`src/design/nfpa_pkg.sv`:
```
// ----------------------------------------------------------------------------
// nfpa_pkg - noise floor power average shared definitions
// Widths, lane count and the Q39 power table 10^(-k/10).
// ----------------------------------------------------------------------------
package nfpa_pkg;

  localparam int NUM_LANES = 4;
  localparam int TBL_SIZE  = 111;
  localparam int MAX_IDX   = TBL_SIZE - 1;
  localparam int PWR_W     = 39;
  localparam int SUM_W     = PWR_W + 2;
  localparam int IDX_W     = 7;
  localparam int NUM_THR   = TBL_SIZE - 1;
  localparam int GRP_SZ    = 11;
  localparam int NUM_GRP   = NUM_THR / GRP_SZ;
  localparam int CNT_W     = 4;

  typedef logic [PWR_W-1:0] pwr_t;
  typedef logic [IDX_W-1:0] idx_t;
  typedef logic [CNT_W-1:0] cnt_t;

  typedef struct packed {
    logic load_mean;
    logic load_thr;
    logic load_cnt;
    logic load_out;
  } pipe_ctl_t;

  function automatic pwr_t pow_lut(input idx_t k);
    pwr_t p;
    case (k)
      7'd0:   p = 39'h7FFFFFFFFF;
      7'd1:   p = 39'h65AC8C2F36;
      7'd2:   p = 39'h50C335D3DB;
      7'd3:   p = 39'h4026E73CCD;
      7'd4:   p = 39'h32F52CFEEA;
      7'd5:   p = 39'h287A26C490;
      7'd6:   p = 39'h2026F30FBB;
      7'd7:   p = 39'h198A13577C;
      7'd8:   p = 39'h144960C577;
      7'd9:   p = 39'h101D3F2D96;
      7'd10:  p = 39'h0CCCCCCCCD;
      7'd11:  p = 39'h0A2ADAD185;
      7'd12:  p = 39'h08138561FC;
      7'd13:  p = 39'h066A4A52E1;
      7'd14:  p = 39'h0518847FE4;
      7'd15:  p = 39'h040C3713A8;
      7'd16:  p = 39'h0337184E5F;
      7'd17:  p = 39'h028DCEBBF3;
      7'd18:  p = 39'h0207567A25;
      7'd19:  p = 39'h019C86515C;
      7'd20:  p = 39'h0147AE147B;
      7'd21:  p = 39'h01044914F4;
      7'd22:  p = 39'h00CEC089CC;
      7'd23:  p = 39'h00A43AA1E3;
      7'd24:  p = 39'h008273A664;
      7'd25:  p = 39'h00679F1B91;
      7'd26:  p = 39'h00524F3B0A;
      7'd27:  p = 39'h0041617932;
      7'd28:  p = 39'h0033EF0C37;
      7'd29:  p = 39'h002940A1BC;
      7'd30:  p = 39'h0020C49BA6;
      7'd31:  p = 39'h001A074EE5;
      7'd32:  p = 39'h0014ACDA94;
      7'd33:  p = 39'h00106C4364;
      7'd34:  p = 39'h000D0B90A4;
      7'd35:  p = 39'h000A5CB5F5;
      7'd36:  p = 39'h00083B1F81;
      7'd37:  p = 39'h000689BF52;
      7'd38:  p = 39'h0005318139;
      7'd39:  p = 39'h000420102C;
      7'd40:  p = 39'h000346DC5D;
      7'd41:  p = 39'h00029A54B1;
      7'd42:  p = 39'h000211490F;
      7'd43:  p = 39'h0001A46D24;
      7'd44:  p = 39'h00014DF4DD;
      7'd45:  p = 39'h0001094565;
      7'd46:  p = 39'h0000D2B65A;
      7'd47:  p = 39'h0000A75FEF;
      7'd48:  p = 39'h000084F352;
      7'd49:  p = 39'h0000699B38;
      7'd50:  p = 39'h000053E2D6;
      7'd51:  p = 39'h000042A212;
      7'd52:  p = 39'h000034EDB5;
      7'd53:  p = 39'h00002A0AEA;
      7'd54:  p = 39'h0000216549;
      7'd55:  p = 39'h00001A86F1;
      7'd56:  p = 39'h000015123C;
      7'd57:  p = 39'h000010BCCB;
      7'd58:  p = 39'h00000D4B88;
      7'd59:  p = 39'h00000A8F86;
      7'd60:  p = 39'h000008637C;
      7'd61:  p = 39'h000006A9CF;
      7'd62:  p = 39'h0000054AF8;
      7'd63:  p = 39'h000004344B;
      7'd64:  p = 39'h00000356EE;
      7'd65:  p = 39'h000002A718;
      7'd66:  p = 39'h0000021B6C;
      7'd67:  p = 39'h000001AC7B;
      7'd68:  p = 39'h000001545A;
      7'd69:  p = 39'h0000010E5A;
      7'd70:  p = 39'h000000D6C0;
      7'd71:  p = 39'h000000AA95;
      7'd72:  p = 39'h000000877F;
      7'd73:  p = 39'h0000006BA1;
      7'd74:  p = 39'h000000557E;
      7'd75:  p = 39'h00000043E9;
      7'd76:  p = 39'h00000035F1;
      7'd77:  p = 39'h0000002AD9;
      7'd78:  p = 39'h0000002209;
      7'd79:  p = 39'h0000001B09;
      7'd80:  p = 39'h000000157A;
      7'd81:  p = 39'h000000110F;
      7'd82:  p = 39'h0000000D8D;
      7'd83:  p = 39'h0000000AC3;
      7'd84:  p = 39'h000000088D;
      7'd85:  p = 39'h00000006CA;
      7'd86:  p = 39'h0000000565;
      7'd87:  p = 39'h0000000449;
      7'd88:  p = 39'h0000000367;
      7'd89:  p = 39'h00000002B4;
      7'd90:  p = 39'h0000000226;
      7'd91:  p = 39'h00000001B5;
      7'd92:  p = 39'h000000015B;
      7'd93:  p = 39'h0000000114;
      7'd94:  p = 39'h00000000DB;
      7'd95:  p = 39'h00000000AE;
      7'd96:  p = 39'h000000008A;
      7'd97:  p = 39'h000000006E;
      7'd98:  p = 39'h0000000057;
      7'd99:  p = 39'h0000000045;
      7'd100: p = 39'h0000000037;
      7'd101: p = 39'h000000002C;
      7'd102: p = 39'h0000000023;
      7'd103: p = 39'h000000001C;
      7'd104: p = 39'h0000000016;
      7'd105: p = 39'h0000000011;
      7'd106: p = 39'h000000000E;
      7'd107: p = 39'h000000000B;
      7'd108: p = 39'h0000000009;
      7'd109: p = 39'h0000000007;
      7'd110: p = 39'h0000000005;
      default: p = '0;
    endcase
    return p;
  endfunction

  // Midpoint boundary between entries k and k+1, kept at twice scale.
  function automatic logic [PWR_W:0] thr_sum(input idx_t k);
    return {1'b0, pow_lut(k)} + {1'b0, pow_lut(k + idx_t'(1))};
  endfunction

endpackage

```
`src/design/nfpa_merge.sv`:
```
// ----------------------------------------------------------------------------
// nfpa_merge - lane power combiner and nearest-entry search
// Sum and mean, boundary compares to a thermometer code, grouped count, index.
// ----------------------------------------------------------------------------
module nfpa_merge (
  input  logic                  clk,
  input  nfpa_pkg::pipe_ctl_t   ctl,
  input  nfpa_pkg::pwr_t        pwr [nfpa_pkg::NUM_LANES],
  output logic signed [7:0]     noise_floor_dbm
);
  import nfpa_pkg::*;

  logic [SUM_W-1:0] sum;
  pwr_t             mean;
  logic [NUM_THR-1:0] therm;
  cnt_t             grp_cnt [NUM_GRP];
  cnt_t             grp_cnt_next [NUM_GRP];
  idx_t             total;

  always_comb begin
    sum = '0;
    for (int i = 0; i < NUM_LANES; i++) begin
      sum = sum + SUM_W'(pwr[i]);
    end
  end

  always_ff @(posedge clk) begin
    if (ctl.load_mean) begin
      mean <= sum[SUM_W-1:2];
    end
  end

  // Closer to entry k+1 (tie included) when 2*mean <= t[k] + t[k+1].
  always_ff @(posedge clk) begin
    if (ctl.load_thr) begin
      for (int k = 0; k < NUM_THR; k++) begin
        therm[k] <= ({mean, 1'b0} <= thr_sum(idx_t'(k)));
      end
    end
  end

  always_comb begin
    for (int g = 0; g < NUM_GRP; g++) begin
      grp_cnt_next[g] = '0;
      for (int b = 0; b < GRP_SZ; b++) begin
        grp_cnt_next[g] = grp_cnt_next[g] + cnt_t'(therm[g*GRP_SZ + b]);
      end
    end
  end

  always_ff @(posedge clk) begin
    if (ctl.load_cnt) begin
      grp_cnt <= grp_cnt_next;
    end
  end

  always_comb begin
    total = '0;
    for (int g = 0; g < NUM_GRP; g++) begin
      total = total + idx_t'(grp_cnt[g]);
    end
  end

  always_ff @(posedge clk) begin
    if (ctl.load_out) begin
      noise_floor_dbm <= 8'd0 - {1'b0, total};
    end
  end

endmodule

```
`config.mk`:
```
export PLATFORM = sky130hd
export DESIGN_NAME = nfpa_merge
export DESIGN_NICKNAME = d
export VERILOG_FILES = /design/src/design/nfpa_pkg.sv /design/src/design/nfpa_merge.sv
export SDC_FILE = /design/constraint.sdc
export NUM_CORES = 1
export LEC_CHECK = 0
export ABC_AREA = 1
export BUFFER_PORTS_ARGS = -buffer_cell sky130_fd_sc_hd__buf_2
export CAP_MARGIN = 0
export CORE_MARGIN = 2
export CORE_UTILIZATION = 50
export CTS_CLUSTER_DIAMETER = 30
export DETAILED_ROUTE_END_ITERATION = 7
export GPL_TIMING_DRIVEN = 0
export HOLD_SLACK_MARGIN = 0.05
export PLACE_DENSITY = 0.71
export SETUP_SLACK_MARGIN = 0.2
export SLEW_MARGIN = 40
export SYNTH_ARGS = -nofsm -noshare
export SYNTH_HDL_FRONTEND = slang
export SYNTH_SLANG_ARGS = --single-unit
```
`constraint.sdc`:
```
create_clock -name clk -period 7 [get_ports clk]
set_input_delay 0 -clock clk [delete_from_list [all_inputs] [get_ports clk]]
set_output_delay 0 -clock clk [all_outputs]
set_load 0.1 [all_outputs]
```
Word-level counts from Yosys, hierarchy flattened
Cells that the tools add are included.
- add/subtract/negate cells: 223
- $lt $le $gt $ge: 110
- multiplexer cells: 111
- operator list (cell ; number):
    39-bit by 39-bit adder with 40-bit output ; 111
    40-bit <= comparator ; 110
    39-bit 2-to-1 mux ; 111
    4-bit by 1-bit adder with 4-bit output ; 70
    7-bit by 4-bit adder with 7-bit output ; 6
    40-bit by 39-bit adder with 41-bit output ; 1
    41-bit by 39-bit adder with 41-bit output ; 1
    3-bit by 1-bit adder with 4-bit output ; 10
    2-bit by 1-bit adder with 3-bit output ; 10
    1-bit by 1-bit adder with 2-bit output ; 10
    1-bit by 7-bit subtractor with 8-bit output (first input constant) ; 1
    6-bit by 4-bit adder with 7-bit output ; 1
    5-bit by 4-bit adder with 6-bit output ; 1
    4-bit by 4-bit adder with 5-bit output ; 1
- register bits: 197
- bits of input ports: 161

Depth between registers and ports, before layout
- word-level depth: 10
- depth in mapped cells: 20
- mapped depth without buffers: 20

Worst setup path before layout
OpenSTA, ideal clock, no wires.
- path type: reg2reg
- start: register grp_cnt[2] (netlist bit)
- end: register noise_floor_dbm[6] (data pin)
- library setup time: 0.252 ns
- arrival: 4.249 ns
- required time: 6.748 ns
- setup slack: 2.499 ns
- stages on the path, launching flop included: 17
- buffers on the path: 0
- clock period less this slack: 4.501 ns
- cells stage by stage: edfxtp_1 > inv_1 > fa_1 > inv_1 > fa_1 > fa_1 > inv_1 > fa_1 > inv_1 > fa_1 > inv_1 > fa_1 > o21ai_0 > xor2_1 > nor2_1 > nand3_1 > nand2_1
- longest elaborated chain between the ends: 2
- ends and longest elaborated chain (item ; line ; text):
    from (decl) ; nfpa_merge.sv:16 ; cnt_t grp_cnt [NUM_GRP];
    from (signal assigned) ; nfpa_merge.sv:53 ; grp_cnt <= grp_cnt_next;
    7-bit by 4-bit adder with 7-bit output ; nfpa_merge.sv:60 ; total = total + idx_t'(grp_cnt[g]);
    1-bit by 7-bit subtractor with 8-bit output ; nfpa_merge.sv:66 ; noise_floor_dbm <= 8'd0 - {1'b0, total};
    to (signal assigned) ; nfpa_merge.sv:66 ;
    to (decl) ; nfpa_merge.sv:9 ; output logic signed [7:0] noise_floor_dbm
No other way between the ends.
A chain may end at the register's enable or synchronous reset.

Worst setup path in the final report
- start: register grp_cnt[3] (netlist bit)
- end: register noise_floor_dbm[6] (data pin)
The elaborated chain is that of the path after synthesis.

==> results.json <==
{
  "outcome": "finished with violations",
  "violations": "DRC",
  "drt-initial-drc-count": 3407,
  "final_nets": 3367,
  "end_kind": "flop",
  "syn2layout_area_growth_pct": 11.0,
  "yosys.area.top_type": "edfxtp_1",
  "clockBufferDepth": 2,
  "hp-class": "input port to flop",
  "leakage_nw": 10.3,
  "hold_depth": 6,
  "tritoncts": "yes",
  "syn_nets": 3175,
  "wirelength_mm": 104,
  "power.density_mw_per_mm2": 480,
  "dp.cells": 3477,
  "avgSynthCellArea_sq_um": 7.43,
  "ir_worst_vdd_mv": 0.746,
  "drv_slew": 0,
  "ys_seq_area_frac": 0.287,
  "async_reset_ff_frac": 0,
  "path_cells": "inv_1 -> fa_1 -> inv_1 -> fa_1 -> fa_1 -> fa_1 -> inv_1 -> fa_1 -> inv_1 -> ha_1 -> a21oi_1 -> nand2_1 -> xnor2_1 -> nand2_1 -> nor2_1 -> inv_1 -> nand2_1 -> nand2_1",
  "register_area_sq_mm": 0.00592,
  "syn_area_sq_mm": 0.0206,
  "cp_max_fo": 4,
  "grt_overflow": 0,
  "wl_per_cell_microns": 29.5,
  "worstSetupPathType": "flop to flop",
  "grt_pass1_vias": 22000,
  "htreeDepth": 4,
  "drc": 5,
  "dieArea_sq_mm": 0.0429,
  "period_share": 0.723,
  "skew_ns": 0.0161,
  "rows": 74,
  "cts_hold_buf": 2,
  "die_h_microns": 207,
  "yosys_register_bits": 197,
  "hp-start": "pwr[117]",
  "vias": 22500,
  "synth_edf_count": 197,
  "maxCapViolations": 0,
  "post_cts_buffers": 0,
  "multi_input_area_sq_mm": 0.0127,
  "tns_ns": 0,
  "synthFlopType": "edfxtp_1",
  "viasPerCell": 6.39,
  "critPathArrivalTime_ns": 5.31,
  "numPortBuffers": 168,
  "finalSetupViolCount": 0,
  "final-hold-violation-count": 0,
  "synthCells": 2776,
  "cts_buffers": 17,
  "r2r_slack_ns": 1.94,
  "core_area_sq_mm": 0.0407,
  "antenna_found_initial": 9,
  "relSlewSlack": 0.336,
  "cts-resized-gates": 0,
  "synth_most_common_cell": "nand2_1",
  "r2r_start": "grp_cnt[3]",
  "io_pins": 169,
  "layout.cells.non_filler": 3517,
  "root_buffer": "clkbuf_16",
  "fillers": 3695,
  "clk_latency_ns": 0.49,
  "holdPathEnd": "mean[0]",
  "grt_max_degree": 72,
  "ant_nets": 0,
  "min_period_ns": 5.06,
  "dpl.hpwl_mm": 84.1,
  "first_pass_iters": 8,
  "synthTopCellsByArea": "edfxtp_1, fa_1, nand2_1",
  "clock_sinks": 197,
  "critical_path.slowest_cell": "fa_1",
  "r2r_cells": 18,
  "place.gp.congestion": 1.31,
  "dieWidth_microns": 207,
  "hold_ws_ns": 0.171,
  "yosys-top-cells-count": "nand2_1, inv_1, nor2_1",
  "yosysWarnings": 0,
  "clk_pin_slew_ns": 0.08,
  "tightest_slew_ns": 0.992,
  "cp_data_required_time_ns": 7.25,
  "start_util": 0.506,
  "r2r_end": "noise_floor_dbm[6]",
  "rsz0062_at_grt": "false",
  "clock.fmax_mhz": 198,
  "drive_above_1_share": 0.0976,
  "ys_types": 54,
  "start_kind": "flop",
  "grt_usage": 0.479,
  "yosysTopAreaCellShare": 0.287,
  "grt_pass1_wl_mm": 146,
  "slowest_delay_ns": 0.57
}
-- critical path, delay by kind of cell (launching register included) --
| family | cells | cell delay (ns) |
|---|---|---|
| AO/OA/AOI/OAI | 1 | 0.20 |
| XOR/XNOR | 1 | 0.35 |
| adder cells (fa/ha/maj) | 6 | 3.07 |
| buffers and inverters | 5 | 0.36 |
| flip-flops | 1 | 0.33 |
| AND/OR/NAND/NOR | 5 | 0.50 |
-- routing by layer --
metal,vias up,GRT usage,part of all wire
met3,551,0.161,0.13
met2,1960,0.729,0.42
met1,10600,0.555,0.34
li1,9400,-,-
met4,10,0.380,0.11
met5,-,0,0.00053
-- cells in the final DEF (no fill, tap or decap), drive strengths merged, types with 2 or more instances in the layout --
cell type      n
nand2        669
inv          495
nor2         393
buf          200
edfxtp       197
fa           177
nand3        146
o21ai        144
a21oi        139
nor3          93
ha            61
nand4         58
clkbuf        28
xor2          26
nor4          24
a31oi         20
o211ai        19
xnor2         12
a211oi        11
o21a           8
clkinv         8
o21bai         7
o22ai          7
nand3b         6
diode          4
and3           4
dlygate4sd3    4
o31ai          4
o2111ai        3
or2            2
nor3b          2
nor4b          2
a21boi         2
-- state kept, by name, summed over array words and instances (netlist names) --
register / cells
grp_cnt: 40
mean: 39
therm: 110
noise_floor_dbm: 8
-- logic make-up (layout without fill, tap and decap cells) --
kind of cell / Yosys count / in the layout / synth area share
other: 0 / 4 / 0
adder cells (fa/ha/maj): 238 / 238 / 0.209
AND/OR/NAND/NOR: 1402 / 1402 / 0.289
XOR/XNOR: 38 / 38 / 0.0161
buffers and inverters: 532 / 737 / 0.0997
flip-flops: 197 / 197 / 0.287
AO/OA/AOI/OAI: 369 / 369 / 0.0990
-- through the flow --
step | setup slack, ns | area, sq um | power [W] | utilization
final | 1.94 | 22900 | 0.0110 | 0.562
after global routing | 1.78 | 22900 | 0.0114 | 0.562
after CTS | 1.97 | 22800 | 0.0104 | 0.560
after detailed placement | 1.99 | 22200 | 0.00940 | 0.545
after global placement | 2.20 | 22100 | 0.00896 | 0.543
after floorplan | 2.50 | 20600 | 0.00666 | -
-- where the power goes --
part           leakage, nW  switching, W  total, W  internal (W)
Combinational         8.00       0.00586   0.00800       0.00214
Sequential            2.03      0.000179   0.00196       0.00178
Clock                0.286      0.000512   0.00102      0.000506
Total                 10.3       0.00656    0.0110       0.00443
-- area by class of cell --
cell class | count | area share
Multi-Input combinational cell | 2047 | 0.556
Sequential cell | 197 | 0.258
Inverter | 490 | 0.0804
Timing Repair Buffer | 173 | 0.0402
Tap cell | 532 | 0.0291
Clock buffer | 17 | 0.0186
Buffer | 42 | 0.00940
Clock inverter | 15 | 0.00710
Antenna cell | 4 | 0.000437
-- worst max-delay path by stage --
stage                     cells past startpoint  startpoint                 end  slack [ns]
after global routing                         18  grp_cnt[3]  noise_floor_dbm[6]        1.78
after detailed placement                     18  grp_cnt[3]  noise_floor_dbm[6]        1.99
after CTS                                    18  grp_cnt[3]  noise_floor_dbm[6]        1.97
after floorplan                              16  grp_cnt[2]  noise_floor_dbm[6]        2.50
final                                        18  grp_cnt[3]  noise_floor_dbm[6]        1.94
after global placement                       18  grp_cnt[2]  noise_floor_dbm[6]        2.20
No activity file was read; power rests on OpenSTA's default activity.
